### config.mk
export PLATFORM = sky130hd
export DESIGN_NAME = byte_stuffed_frame_decoder
export DESIGN_NICKNAME = d
export VERILOG_FILES = /design/src/rtl/core/bsfd_pkg.sv /design/src/rtl/core/bsfd_parser.sv /design/src/rtl/core/byte_stuffed_frame_decoder.sv
export SDC_FILE = /design/constraint.sdc
export NUM_CORES = 1
export LEC_CHECK = 0
export BUFFER_PORTS_ARGS = -buffer_cell sky130_fd_sc_hd__buf_2
export CAP_MARGIN = 20
export CORE_MARGIN = 3
export CORE_UTILIZATION = 55
export CTS_BUF_LIST = sky130_fd_sc_hd__clkbuf_2
export CTS_CLUSTER_SIZE = 20
export DETAILED_ROUTE_END_ITERATION = 8
export GPL_ROUTABILITY_DRIVEN = 0
export PLACE_DENSITY_LB_ADDON = 0.15
export SYNTH_ARGS = -nofsm -noshare
export SYNTH_HDL_FRONTEND = slang
export SYNTH_SLANG_ARGS = --single-unit
export TNS_END_PERCENT = 100
### constraint.sdc
create_clock -name clk_i -period 6.5 [get_ports clk_i]
set_clock_uncertainty 0.2 [all_clocks]
set_input_delay 0.975 -clock clk_i [delete_from_list [all_inputs] [get_ports clk_i]]
set_output_delay 0.975 -clock clk_i [all_outputs]
set_load 0.01 [all_outputs]
### src/rtl/core/bsfd_pkg.sv
// Shared types and constants for the byte-stuffed frame decoder.
package bsfd_pkg;

  localparam int unsigned CntW = 13;
  localparam int unsigned ByteW = 8;

  // Hard ceiling on the frame length limit.
  localparam logic [CntW-1:0] MaxFrameBytes = 13'd4096;

  localparam logic [ByteW-1:0] FlagByte = 8'h7E;
  localparam logic [ByteW-1:0] EscByte  = 8'h7D;
  localparam logic [ByteW-1:0] EscXor   = 8'h20;

  localparam logic [CntW-1:0] CfgResetLimit = 13'd512;

  typedef enum logic [1:0] {
    KIND_DATA = 2'd0,
    KIND_END  = 2'd1,
    KIND_DROP = 2'd2
  } kind_e;

  typedef struct packed {
    logic             valid;
    kind_e            kind;
    logic [ByteW-1:0] data;
    logic [CntW-1:0]  position;
    logic             last;
  } result_t;

endpackage

### src/rtl/core/bsfd_parser.sv
// Deframing state machine: mode, byte counter and per-word result.
module bsfd_parser (
  input  logic                       clk_i,
  input  logic                       rst_ni,
  input  logic                       accept_i,
  input  logic [bsfd_pkg::ByteW-1:0] byte_i,
  input  logic [bsfd_pkg::CntW-1:0]  limit_i,
  output bsfd_pkg::result_t          result_o
);
  import bsfd_pkg::*;

  typedef enum logic [1:0] {
    MODE_WAIT = 2'd0,
    MODE_READ = 2'd1,
    MODE_ESC  = 2'd2
  } mode_e;

  mode_e           mode_q, mode_d;
  logic [CntW-1:0] cnt_q, cnt_d;

  always_comb begin
    logic             pay_en;
    logic [ByteW-1:0] pay_byte;
    pay_en   = 1'b0;
    pay_byte = byte_i;
    result_o = '0;
    mode_d   = mode_q;
    cnt_d    = cnt_q;

    if (byte_i == FlagByte) begin
      // flag closes a non-empty frame; a pending escape is dropped
      if ((mode_q == MODE_READ || mode_q == MODE_ESC) && cnt_q != '0) begin
        result_o.valid    = 1'b1;
        result_o.kind     = KIND_END;
        result_o.position = cnt_q;
        result_o.last     = 1'b1;
      end
      mode_d = MODE_READ;
      cnt_d  = '0;
    end else begin
      case (mode_q)
        MODE_READ: begin
          if (byte_i == EscByte) begin
            mode_d = MODE_ESC;
          end else begin
            pay_en = 1'b1;
          end
        end
        MODE_ESC: begin
          pay_byte = byte_i ^ EscXor;
          pay_en   = 1'b1;
          mode_d   = MODE_READ;
        end
        default: begin
          mode_d = MODE_WAIT;
        end
      endcase
    end

    if (pay_en) begin
      if (cnt_q >= limit_i) begin
        result_o.valid    = 1'b1;
        result_o.kind     = KIND_DROP;
        result_o.position = cnt_q;
        result_o.last     = 1'b1;
        mode_d            = MODE_WAIT;
        cnt_d             = '0;
      end else begin
        result_o.valid    = 1'b1;
        result_o.kind     = KIND_DATA;
        result_o.data     = pay_byte;
        result_o.position = cnt_q;
        cnt_d             = cnt_q + 1'b1;
      end
    end
  end

  always_ff @(posedge clk_i or negedge rst_ni) begin
    if (!rst_ni) begin
      mode_q <= MODE_WAIT;
      cnt_q  <= '0;
    end else if (accept_i) begin
      mode_q <= mode_d;
      cnt_q  <= cnt_d;
    end
  end

endmodule

### src/rtl/core/byte_stuffed_frame_decoder.sv
// Top level of the byte-stuffed (HDLC-style) frame decoder.
//
// Input stream: one raw line byte per word on s_axis. 0x7E is the frame
// flag, 0x7D escapes the following byte (XOR 0x20). Bytes before the first
// flag after reset are discarded.
// Output stream: at most one word per input byte. tuser carries the kind
// (payload, frame end, dropped); tdata carries the unescaped byte and the
// position (byte index, or frame length on a frame end); tlast marks the
// frame end or drop word.
// Config: cfg_we_i writes max_frame_len; zero reads as 1, values above
// 4096 saturate. Write only while the stream is idle.
// Output timing: a result is registered and appears on m_axis in the cycle after its byte is taken.
// Throughput: one byte per cycle; the only limit is the single output
// register, which refills in the same cycle it is drained.
// Stall: while the output word waits and m_axis_tready is low, s_axis_tready
// drops; nothing is lost. Bytes that produce no result pass straight through
// the state logic whenever the output register has room.
// Reset: asynchronous, active low; decoder waits for a flag, count is
// cleared, limit returns to 512, output register empties.
module byte_stuffed_frame_decoder (
  input  logic                      clk_i,
  input  logic                      rst_ni,
  // config
  input  logic                      cfg_we_i,
  input  logic [bsfd_pkg::CntW-1:0] cfg_wdata_i,   // max_frame_len
  // input stream
  input  logic                      s_axis_tvalid,
  output logic                      s_axis_tready,
  input  logic [7:0]                s_axis_tdata,  // [7:0] in_byte
  // output stream
  output logic                      m_axis_tvalid,
  input  logic                      m_axis_tready,
  output logic [23:0]               m_axis_tdata,  // [7:0] out_byte, [20:8] out_position
  output logic [1:0]                m_axis_tuser,  // [1:0] out_kind
  output logic                      m_axis_tlast   // out_last
);
  import bsfd_pkg::*;

  logic [CntW-1:0] limit_cfg_q;
  logic [CntW-1:0] limit_eff;
  logic            in_accept;
  result_t         res;
  result_t         out_q;
  logic            out_valid_q;

  // clamp limit into [1, MaxFrameBytes]
  always_comb begin
    if (limit_cfg_q == '0) begin
      limit_eff = CntW'(1);
    end else if (limit_cfg_q > MaxFrameBytes) begin
      limit_eff = MaxFrameBytes;
    end else begin
      limit_eff = limit_cfg_q;
    end
  end

  always_ff @(posedge clk_i or negedge rst_ni) begin
    if (!rst_ni) begin
      limit_cfg_q <= CfgResetLimit;
    end else if (cfg_we_i) begin
      limit_cfg_q <= cfg_wdata_i;
    end
  end

  // output register frees up in the cycle it is drained
  assign s_axis_tready = !out_valid_q || m_axis_tready;
  assign in_accept     = s_axis_tvalid && s_axis_tready;

  bsfd_parser u_parser (
    .clk_i    (clk_i),
    .rst_ni   (rst_ni),
    .accept_i (in_accept),
    .byte_i   (s_axis_tdata),
    .limit_i  (limit_eff),
    .result_o (res)
  );

  always_ff @(posedge clk_i or negedge rst_ni) begin
    if (!rst_ni) begin
      out_valid_q <= 1'b0;
    end else if (s_axis_tready) begin
      out_valid_q <= in_accept && res.valid;
    end
  end

  // payload register, no reset needed
  always_ff @(posedge clk_i) begin
    if (in_accept && res.valid) begin
      out_q <= res;
    end
  end

  assign m_axis_tvalid = out_valid_q;
  assign m_axis_tdata  = {3'b000, out_q.position, out_q.data};
  assign m_axis_tuser  = out_q.kind;
  assign m_axis_tlast  = out_q.last;

endmodule
# Yosys cells after proc, flatten, opt, wreduce, memory -nomap -nowiden
# Index checks and enable logic that the tools add are counted.
# word_totals
regBits	53
inputBits	26
out_inout_bits	29
wordCells	51
# op_classes
add_sub_neg	1
n_lt_le_gt_ge	2
n_eq_ne	4
n_mux	23
bitwise	2
n_reduce_logical	11
# ops
cell	n
$mux 13	5
$mux 14	2
$mux 25	1
$eq 8x7->1 const B	2
$add 13x1->13 const B	1
$ge 13x13->1	1
$gt 13x13->1 const B	1
$logic_not 13->1	1
$reduce_bool 13->1	1
$mux 6	2
$mux 2	5
$mux 8	1
$mux 3	2
$pmux 2 s2	1
$logic_and 1x1->1	3
$mux 1	3
$eq 2x1->1 const B	1
$eq 2x2->1 const B	1
$logic_or 1x1->1	2
$not 1->1	2
$pmux 1 s2	1
$reduce_and 2->1	1
$reduce_bool 2->1	1
$reduce_or 2->1	1
$logic_not 1->1	1

# Depth between registers and ports, before layout
# logic_depth
word_depth	8
depth_mapped	11
depth_no_buf	10

# Cells and area by module
# A second synthesis with hierarchy kept.
# unflattened
hier_cells	285
hier_area_um2	3084.2
# by_module_without_submodules
mod	n_inst	cells_each	area_each_um2	seq_area_each_um2
bsfd_parser	1	205	1664.1	375.4
byte_stuffed_frame_decoder	1	80	1420.1	1072.3

# Least setup slack after synthesis
# OpenSTA, ideal clock, no wires.
# synth_path
path_kind	in2reg
start	in s_axis_tdata[5]
end	reg out_q (netlist bit m_axis_tdata[0]) (enable)
t_arrival_ns	2.881
t_required_ns	5.917
setup_slack_ns	3.036
cell_stages	7
cell_sequence	and4_4 -> and4_4 -> buf_6 -> a2111oi_4 -> or2_2 -> buf_2 -> and2_1
# synth_between
elab_chain_cells	6
elab_cells_between_ends	8
classes_between	2 x eq/ne; 5 x mux; 1 x reduce/logical
# synth_lines
item	line_no	text
start: declaration	byte_stuffed_frame_decoder.sv:29	input logic [7:0] s_axis_tdata,
$eq 8x7->1	bsfd_parser.sv:43	if (byte_i == EscByte) begin
$mux 1	bsfd_parser.sv:43	
$pmux 1 s2	bsfd_parser.sv:41	case (mode_q)
$mux 1	bsfd_parser.sv:30	if (byte_i == FlagByte) begin
$mux 25 (*)	bsfd_parser.sv:60	if (pay_en) begin
$logic_and 1x1->1 (*)	byte_stuffed_frame_decoder.sv:88	if (in_accept && res.valid) begin
end signal: assignment	byte_stuffed_frame_decoder.sv:89	out_q <= res;
end: declaration	byte_stuffed_frame_decoder.sv:43	result_t out_q;
# Every way passes the cells marked *; elsewhere a longest branch is shown, timed or not.
# A chain may end at the register's enable or synchronous reset.

# Worst setup path in the final report
# layout_path
start	in s_axis_tdata[5]
end	reg out_q (netlist bit m_axis_tdata[8]) (enable)
# The elaborated chain is that of the path after synthesis.

==> report_table.html <==
<table>
<tr><th>Metric</th><th>Value</th></tr>
<tr><th colspan="2">Status</th></tr>
<tr><td>Outcome</td><td>completed</td></tr>
<tr><th colspan="2">STA</th></tr>
<tr><td>Fin worst setup slack</td><td>3.21 ns</td></tr>
<tr><td>Upper clock frequency limit</td><td>0.304 GHz</td></tr>
<tr><td>TNS Setup</td><td>0 ns</td></tr>
<tr><td>Final critical delay including setup and external delays</td><td>3.29 ns</td></tr>
<tr><td>Portion of the clock cycle consumed by the worst path in the final layout</td><td>50.6%</td></tr>
<tr><td>Final hold vios</td><td>0</td></tr>
<tr><td>Smallest hold slack</td><td>0.330 ns</td></tr>
<tr><td>RSZ-0062 raised after global routing</td><td>false</td></tr>
<tr><td>Final number of setup-violating endpoints</td><td>0</td></tr>
<tr><td>Headroom to the max-slew limit</td><td>38.9%</td></tr>
<tr><td>Least-Margin Pin Slew</td><td>0.916 ns</td></tr>
<tr><td>Final number of max-transition violations</td><td>0</td></tr>
<tr><th colspan="2">CTS</th></tr>
<tr><td>CTS hold repair buffers</td><td>0</td></tr>
<tr><td>CTS root buf</td><td>clkbuf_2</td></tr>
<tr><td>Clock latency of the later-clocked register in the worst-skew pair</td><td>0.43 ns</td></tr>
<tr><td>H-tree depth reported by CTS</td><td>2</td></tr>
<tr><td>Gates resized, CTS repair</td><td>0</td></tr>
<tr><td>Clock transition at the register clock pins on the worst setup and hold paths after CTS</td><td>0.26 ns</td></tr>
<tr><td>Number of clock sinks seen by CTS</td><td>53</td></tr>
<tr><td>Number of buffers inserted by post-CTS setup repair</td><td>0</td></tr>
<tr><td>Clock tree from TritonCTS</td><td>yes</td></tr>
<tr><td>Clock Path Buffers</td><td>2</td></tr>
<tr><td>Clock buffers created by TritonCTS</td><td>5</td></tr>
<tr><th colspan="2">Routing</th></tr>
<tr><td>Number of detailed-route iterations in the first pass</td><td>4</td></tr>
<tr><td>Post-route DRC</td><td>0</td></tr>
<tr><td>Post-route antenna net violation count</td><td>0</td></tr>
<tr><td>Per-cell routed wire length</td><td>14.1 µm</td></tr>
<tr><td>Detailed-route vias per instance</td><td>5.55</td></tr>
<tr><td>DR vias</td><td>2094</td></tr>
<tr><td>Count of routing violations after the opening detailed-route iteration</td><td>135</td></tr>
<tr><td>Total routed wirelength</td><td>5320 µm</td></tr>
<tr><th colspan="2">Synth</th></tr>
<tr><td>Post-synthesis cell type count</td><td>52</td></tr>
<tr><td>Synth async-reset ratio</td><td>54.7%</td></tr>
<tr><td>Most area-hungry cell type in the Yosys netlist</td><td>edfxtp_1</td></tr>
<tr><td>Portion of the post-synthesis area used by sequential elements</td><td>50.5%</td></tr>
<tr><td>EDFF count, synth</td><td>24</td></tr>
<tr><td>Most common library cells after synthesis</td><td>dfrtp_1, edfxtp_1, and2_1, nand2_1</td></tr>
<tr><td>Register bit count reported by yosys</td><td>53</td></tr>
<tr><td>Warnings from Yosys</td><td>0</td></tr>
<tr><td>Post-Syn Area</td><td>2870 µm²</td></tr>
<tr><td>Post-Syn Instances</td><td>258</td></tr>
<tr><td>Fraction of synthesized cell area taken by the top area cell type</td><td>25.1%</td></tr>
<tr><td>Post-Syn Area per Cell</td><td>11.1 µm²</td></tr>
<tr><td>Most repeated cell in the gate-level netlist after synthesis</td><td>dfrtp_1</td></tr>
<tr><td>Dominant register cell in the synthesized netlist</td><td>dfrtp_1</td></tr>
<tr><td>Ranking of synthesized cells by area</td><td>edfxtp_1, dfrtp_1, ha_1</td></tr>
<tr><th colspan="2">Power</th></tr>
<tr><td>Leakage</td><td>0.00142 µW</td></tr>
<tr><td>Pwr dens</td><td>241 nW/µm²</td></tr>
<tr><td>Maximum vdd ir drop</td><td>140 µV</td></tr>
<tr><th colspan="2">Floorplan</th></tr>
<tr><td>Die Span X</td><td>78.2 µm</td></tr>
<tr><td>Die outline height</td><td>78.2 µm</td></tr>
<tr><td>Std-Cell Core Area</td><td>4880 µm²</td></tr>
<tr><td>Cell Rows</td><td>25</td></tr>
<tr><td>Die area</td><td>6120 µm²</td></tr>
<tr><td>Effective utilization at floorplan</td><td>58.8%</td></tr>
<tr><td># IOs</td><td>55</td></tr>
<tr><th colspan="2">Layout</th></tr>
<tr><td>Layout overhead on the synthesized area</td><td>12.6%</td></tr>
<tr><td>Fraction of layout instances using a drive strength above 1</td><td>28.7%</td></tr>
<tr><td>Area taken by multi-input logic gates</td><td>1330 µm²</td></tr>
<tr><td>Sequential cell area</td><td>1450 µm²</td></tr>
<tr><td>Number of cells in the finished layout apart from fillers</td><td>377</td></tr>
<tr><td>Final-layout fill cell count</td><td>396</td></tr>
<tr><td>Post-layout net count</td><td>352</td></tr>
<tr><td>Ant. Diodes</td><td>0</td></tr>
<tr><th colspan="2">GRT</th></tr>
<tr><td>Wire length of the first global-routing pass</td><td>9340 µm</td></tr>
<tr><td>Via count of the first global-routing pass</td><td>2026</td></tr>
<tr><td>Number of antenna violations at the first check in global routing</td><td>0</td></tr>
<tr><td>Residual overflow from global routing</td><td>0</td></tr>
<tr><td>Total GRT Usage</td><td>19.1%</td></tr>
<tr><td>Maximum number of pins on one net before global-route repair</td><td>30</td></tr>
<tr><th colspan="2">Place</th></tr>
<tr><td>Cell total after placement</td><td>369</td></tr>
<tr><td>Hpwl dp</td><td>4080 µm</td></tr>
<tr><td>Number of port buffers</td><td>51</td></tr>
<tr><td>Post-placement worst setup slack</td><td>2.71 ns</td></tr>
<tr><th colspan="2">Setup path</th></tr>
<tr><td>Worst-case register-to-register setup slack</td><td>3.36 ns</td></tr>
<tr><td>R2R Path Start</td><td>u_parser.mode_q[0]</td></tr>
<tr><td>Setup crit start</td><td>s_axis_tdata[5]</td></tr>
<tr><td>Maximum fanout count along the critical path</td><td>24</td></tr>
<tr><td>Data required, critical path</td><td>6.38 ns</td></tr>
<tr><td>Critical path startpoint category</td><td>input pin</td></tr>
<tr><td>CP Capture Type</td><td>flop</td></tr>
<tr><td>Kind of critical path</td><td>in2reg</td></tr>
<tr><td>Arrival time of data at the critical path endpoint</td><td>3.17 ns</td></tr>
<tr><th colspan="2">Hold path</th></tr>
<tr><td>Type of the tightest min-delay check</td><td>in2async</td></tr>
<tr><th colspan="2">Flow run</th></tr>
<tr><td>Maxcap violations</td><td>0</td></tr>
</table>
-- final timing paths --
path,end,cells after the start
hold / removal,u_parser.cnt_q[11],1
max in group asynchronous,u_parser.cnt_q[6],1
setup / recovery,m_axis_tdata[8],6
min in group clk_i,limit_cfg_q[0],1
hold reg to reg,limit_cfg_q[0],1
setup reg to reg,m_axis_tdata[8],6
-- cell families (layout without fill, tap and decap cells) --
| family | Yosys count | in the layout | synth area share, % |
|---|---|---|---|
| AND/OR/NAND/NOR | 108 | 108 | 20.5 |
| adder cells (fa/ha/maj) | 17 | 17 | 7.41 |
| multiplexers | 13 | 13 | 5.10 |
| AO/OA/AOI/OAI | 43 | 43 | 12.5 |
| XOR/XNOR | 1 | 1 | 0.305 |
| other | 1 | 3 | 0.131 |
| flip-flops | 53 | 53 | 50.5 |
| buffers and inverters | 22 | 72 | 3.62 |
-- worst max-delay path, cell delays in order --
cell	delay (ns)
buf_2	0.12
and4_4	0.20
and3b_2	0.24
a2111oi_4	0.53
or2_2	0.33
and2_1	0.77
-- through the flow --
step,area [µm²],total power (µW),util [%]
3_5_place_dp,3160,623,64.8
2_1_floorplan,2880,566,-
3_3_place_gp,3160,617,64.8
4_1_cts,3230,783,66.2
5_1_grt,3230,830,66.2
6_report,3230,778,66.2
-- flip-flops by register name (all words and copies together) (netlist names) --
register and count:
limit_cfg_q 13, m_axis_tdata 21, m_axis_tlast 1, m_axis_tuser 2, m_axis_tvalid 1, u_parser.cnt_q 13
u_parser.mode_q 2
-- per-layer routing --
layer  track usage, %  share of wire [%]  up-vias
met2             31.3                 46       64
met3             3.33                4.7        9
met1             25.9                 48      979
met5                0                  0        -
li1                 -                  -     1042
met4             6.12                1.8        0
-- placed cells by master (no fill, tap or decap), types with 2 or more instances in the layout --
cell type / n
ha_1: 17
and3_2: 2
a2bb2oi_1: 2
conb_1: 3
nor4_1: 5
inv_1: 12
o41ai_1: 3
and4_4: 2
and3_1: 2
a21oi_1: 10
o21ai_0: 7
and2_1: 23
buf_2: 51
edfxtp_1: 24
nand2_1: 23
nand2b_1: 2
nand3_1: 14
clkbuf_2: 5
nor2_1: 17
dfrtp_1: 28
nor3_1: 3
mux2_2: 13
a221o_1: 5
a31o_2: 2
or2_2: 3
nand4_1: 4
-- cell type report --
cell class / instances / share of cell area [%]
Multi-Input combinational cell: 185 / 41.0
Tap cell: 67 / 2.59
Clock buffer: 5 / 0.775
Inverter: 12 / 1.39
Timing Repair Buffer: 52 / 8.13
Sequential cell: 53 / 44.8
Clock inverter: 3 / 1.28
-- report_power, final --
group | leakage [µW] | internal (µW) | switching (µW)
sequential | 0.000582 | 378 | 53.3
clock | 0.0000366 | 63.5 | 98.7
combinational | 0.000803 | 91.0 | 93.6
Power figures use the tool's default switching activity.
